<file path="src/rtl/swgc_pkg.sv">
`default_nettype none

package swgc_pkg;

  localparam int CHAR_W   = 8;
  localparam int POS_W    = 32;
  localparam int CNT_OUT_W = 13;
  localparam int BIN_W    = 16;
  localparam int WL_W     = 13;
  localparam int REG_W    = 16;
  localparam int REG_IDX_W = 2;
  localparam int LEN_MIN  = 8;
  localparam int QUAL_MARGIN = 7;
  localparam int DATA_IN_W  = 8;
  localparam int DATA_OUT_W = 96;

  localparam logic [CHAR_W-1:0] CHAR_G = 8'h47;
  localparam logic [CHAR_W-1:0] CHAR_C = 8'h43;
  localparam logic [CHAR_W-1:0] CHAR_N = 8'h4E;

  localparam logic [WL_W-1:0]  WL_RESET = 13'd500;
  localparam logic [REG_W-1:0] BW_RESET = 16'd6554;

  typedef enum logic [REG_IDX_W-1:0] {
    REG_WINDOW_LENGTH = 2'd0,
    REG_GC_BIN_WIDTH  = 2'd1,
    REG_N_BIN_WIDTH   = 2'd2
  } reg_idx_e;

  typedef enum logic [1:0] {
    CLS_OTHER = 2'd0,
    CLS_GC    = 2'd1,
    CLS_N     = 2'd2
  } cls_e;

  typedef enum logic [2:0] {
    S_IDLE,
    S_UPDATE,
    S_GC_START,
    S_GC_WAIT,
    S_N_START,
    S_N_WAIT,
    S_OUT
  } state_e;

  typedef struct packed {
    logic accept;
    logic update;
    logic div_start;
    logic div_sel;
    logic store_gc;
    logic store_n;
    logic load_out;
  } cmd_t;

  typedef struct packed {
    logic emit;
    logic div_done;
    logic out_free;
  } status_t;

  function automatic cls_e classify(input logic [CHAR_W-1:0] c);
    cls_e res;
    if (c == CHAR_G || c == CHAR_C) begin
      res = CLS_GC;
    end else if (c == CHAR_N) begin
      res = CLS_N;
    end else begin
      res = CLS_OTHER;
    end
    return res;
  endfunction

endpackage

`default_nettype wire

</file>
<file path="src/rtl/swgc_ctrl.sv">
`default_nettype none

module swgc_ctrl import swgc_pkg::*; (
  input  wire logic    clk_i,
  input  wire logic    rst_ni,
  input  wire logic    in_valid_i,
  output logic         in_ready_o,
  input  wire status_t sts_i,
  output cmd_t         cmd_o
);

  state_e state_q, state_d;

  always_ff @(posedge clk_i or negedge rst_ni) begin
    if (!rst_ni) begin
      state_q <= S_IDLE;
    end else begin
      state_q <= state_d;
    end
  end

  always_comb begin
    state_d = state_q;
    case (state_q)
      S_IDLE: begin
        if (in_valid_i) state_d = S_UPDATE;
      end
      S_UPDATE: begin
        state_d = sts_i.emit ? S_GC_START : S_IDLE;
      end
      S_GC_START: state_d = S_GC_WAIT;
      S_GC_WAIT: begin
        if (sts_i.div_done) state_d = S_N_START;
      end
      S_N_START: state_d = S_N_WAIT;
      S_N_WAIT: begin
        if (sts_i.div_done) state_d = S_OUT;
      end
      S_OUT: begin
        if (sts_i.out_free) state_d = S_IDLE;
      end
      default: state_d = S_IDLE;
    endcase
  end

  always_comb begin
    cmd_o      = '0;
    in_ready_o = 1'b0;
    case (state_q)
      S_IDLE: begin
        in_ready_o   = 1'b1;
        cmd_o.accept = in_valid_i;
      end
      S_UPDATE: cmd_o.update = 1'b1;
      S_GC_START: begin
        cmd_o.div_start = 1'b1;
        cmd_o.div_sel   = 1'b0;
      end
      S_GC_WAIT: begin
        cmd_o.div_sel  = 1'b0;
        cmd_o.store_gc = sts_i.div_done;
      end
      S_N_START: begin
        cmd_o.div_start = 1'b1;
        cmd_o.div_sel   = 1'b1;
      end
      S_N_WAIT: begin
        cmd_o.div_sel = 1'b1;
        cmd_o.store_n = sts_i.div_done;
      end
      S_OUT: cmd_o.load_out = sts_i.out_free;
      default: ;
    endcase
  end

endmodule

`default_nettype wire

</file>
<file path="config.mk">
export PLATFORM = sky130hd
export DESIGN_NAME = swgc_ctrl
export DESIGN_NICKNAME = d
export VERILOG_FILES = /design/src/rtl/swgc_pkg.sv /design/src/rtl/swgc_ctrl.sv
export SDC_FILE = /design/constraint.sdc
export NUM_CORES = 1
export LEC_CHECK = 0
export BUFFER_PORTS_ARGS = -buffer_cell sky130_fd_sc_hd__buf_2
export CAP_MARGIN = 10
export CELL_PAD_IN_SITES_DETAIL_PLACEMENT = 0
export CELL_PAD_IN_SITES_GLOBAL_PLACEMENT = 2
export CORE_AREA = 4 4 43 45
export CTS_CLUSTER_DIAMETER = 60
export DETAILED_ROUTE_END_ITERATION = 7
export DIE_AREA = 0 0 47 49
export GPL_ROUTABILITY_DRIVEN = 0
export PLACE_DENSITY = 0.73
export SLEW_MARGIN = 30
export SYNTH_ARGS = -nofsm -noshare
export SYNTH_HDL_FRONTEND = slang
export SYNTH_SLANG_ARGS = --single-unit
</file>
<file path="constraint.sdc">
create_clock -name clk_i -period 1.2 [get_ports clk_i]
set_clock_uncertainty 0.2 [all_clocks]
set_input_delay 0.24 -clock clk_i [delete_from_list [all_inputs] [get_ports clk_i]]
set_output_delay 0.24 -clock clk_i [all_outputs]
set_load 0.005 [all_outputs]
</file>
==> flow_summary.yaml <==
global_routing:
  grt_max_degree: 9
  antenna_found_initial: 0
  grt_pass1_wl_mm: 1.08
  overflow: 0
  track_usage_pct: 7.04
  grt_pass1_vias: 265
floorplanning:
  ios: 14
  dieArea_um2: 2300
  die_h_um: 49
  coreArea_um2: 1470
  initial_core_util_pct: 16.5
  rows: 14
  die_w_um: 47
synthesis:
  avgSynthCellArea_um2: 8.37
  synth_fp_nets: 35
  syn-cell-area_um2: 243
  yosys_warnings: 0
  synth_cells: 29
  ys_types: 18
  synth_seq_area_share_pct: 30.9
  ys_ff_latch: 3
cells_and_area:
  syn2layout_area_growth_pct: 92.8
  final_cell_mix: "12 x buf_2, 7 x buf_4, 4 x buf_6"
  final_cells: 71
  layout_commonest_cell: "buf_2"
  largest_register: "state_q"
  diodes: 0
  largest_register_ffs: 3
  final_util_pct: 31.8
  fillers: 176
  fin_nets: 62
  reg_top3: "state_q (3)"
  drive_gt1_share_pct: 70.9
sta:
  relSlewSlack_pct: 88.3
  hold_viol: 0
  setup_viol: 10
  max_freq_ghz: 0.647
  worst_pin_slew_ns: 0.174
  rsz0062_at_grt: "true"
  maxSlewViolCount: 0
  fin_crit_ns: 1.55
  min_period_over_period_pct: 129
  setup_slack_ns: -0.345
  whs_ns: 0.127
placement:
  dp_worst_setup_slack_ns: -0.214
  hpwl_um: 545
  numPlacedInstances: 62
  numPortBuffers: 13
clock_network:
  root_buffer: "clkbuf_4"
  cts_max_level: 1
  clk_pin_slew_ns: 0.04
  cts.sinks: 3
  clk_path_buf_depth: 2
  clkLatencyLatePin_ns: 0.23
  cts_tree: "built"
  cts_made_buffers: 3
run:
  drv_cap: 0
setup_path:
  start_kind: "register"
  worst_ep_required_time_ns: 0.76
  reg2reg_depth: 5
  r2r_start: "state_q[2]"
  reg2reg_setup_slack_ns: -0.26
  r2r-end: "state_q[1]"
  cp-end-kind: "primary output"
  path_max_fanout: 8
  cp.arrival_ns: 1.11
  path_class: "register to primary output"
drt:
  finalWirelength_um: 715
  dr.first_iter.drc_count: 5
  vias: 280
  drc: 0
  via_per_inst: 3.94
  wl_per_cell_um: 10.1
  firstDrtPassIters: 2
  drtAntennaViolNets: 0
status:
  violations: "negative setup slack"
  status: "complete, but fails checks"
pwr:
  p_leak_nw: 0.245
  design_power_total_w: 0.00122
  max-vdd-ir-drop_uv: 543
  pwr_density_cell_nw_per_um2: 2620
min_path:
  hp-class: "primary input to async pin"
worst max-delay path by stage:
| stage | startpoint | to | slack, ns | cells past startpoint |
|---|---|---|---|---|
| 6_report | state_q[1] | cmd_o[4] | -0.35 | 3 |
| 5_1_grt | state_q[0] | cmd_o[0] | -0.41 | 3 |
| 4_1_cts | state_q[2] | cmd_o[4] | -0.35 | 3 |
| 3_5_place_dp | state_q[2] | cmd_o[0] | -0.21 | 3 |
| 3_3_place_gp | state_q[2] | cmd_o[4] | -0.20 | 3 |
| 2_1_floorplan | state_q[0] | cmd_o[6] | -0.01 | 3 |
synthesized netlist by cell type, drive strengths merged:
| library cell | count | area [um2] |
|---|---|---|
| a21o | 1 | 7.51 |
| nor2 | 4 | 22.5 |
| o21ai | 3 | 15.0 |
| dfrtp | 3 | 75.1 |
| nor3b | 1 | 12.5 |
| and2 | 1 | 6.26 |
| mux2 | 1 | 15.0 |
| a21oi | 3 | 15.0 |
| nand2b | 3 | 26.3 |
| buf | 2 | 16.3 |
| nand2 | 4 | 17.5 |
| inv | 1 | 3.75 |
| nor3 | 2 | 10.0 |
kinds of logic (layout without fill, tap and decap cells):
group                  Yosys count  count (layout)  share of synthesized area, %
flip-flops                       3               3                          30.9
AND/OR/NAND/NOR                 15              15                          39.2
buffers and inverters            3              29                          8.24
AO/OA/AOI/OAI                    7               7                          15.5
multiplexers                     1               1                          6.18
where the power goes:
group,internal (W),switching (W)
clock network,0.000125,0.0000517
registers,0.000164,0.000124
logic,0.000480,0.000280
total,0.000768,0.000456
critical path, stage by stage, from the launching register on:
cell and delay [ns]:
dfrtp_2 0.46, nand2b_4 0.18, a21oi_2 0.12, buf_2 0.11
stage by stage:
stage	area (um2)	setup TNS (ns)
2_1_floorplan	263	-0.0130
3_3_place_gp	374	-1.41
3_5_place_dp	374	-1.53
4_1_cts	458	-2.86
5_1_grt	468	-3.33
6_report	468	-2.76
final cells by class:
cell class / count / area, um2 / area share, %
inverters: 1 / 3.75 / 0.802
repair buffers: 24 / 168 / 35.8
flip-flops and latches: 3 / 78.8 / 16.8
well taps: 16 / 20.0 / 4.28
multi-input cells: 23 / 171 / 36.6
clock buffers: 4 / 26.3 / 5.61
per-layer routing:
| layer | vias up | global-route usage (%) | routed length (um) |
|---|---|---|---|
| met5 | - | 0 | 0 |
| met4 | 0 | 8.29 | 0 |
| met3 | 0 | 2.21 | 56 |
| met2 | 9 | 8.14 | 320 |
| met1 | 124 | 8.79 | 338 |
| li1 | 147 | - | - |
repair_timing:
action	in CTS	in global routing
pin swaps	1	1
setup buffers	4	0
resized for setup	6	2
setup endpoints to repair	11	11
hold buffers	1	0
hold endpoints to repair	3	0
(Power assumes the default switching activity.)
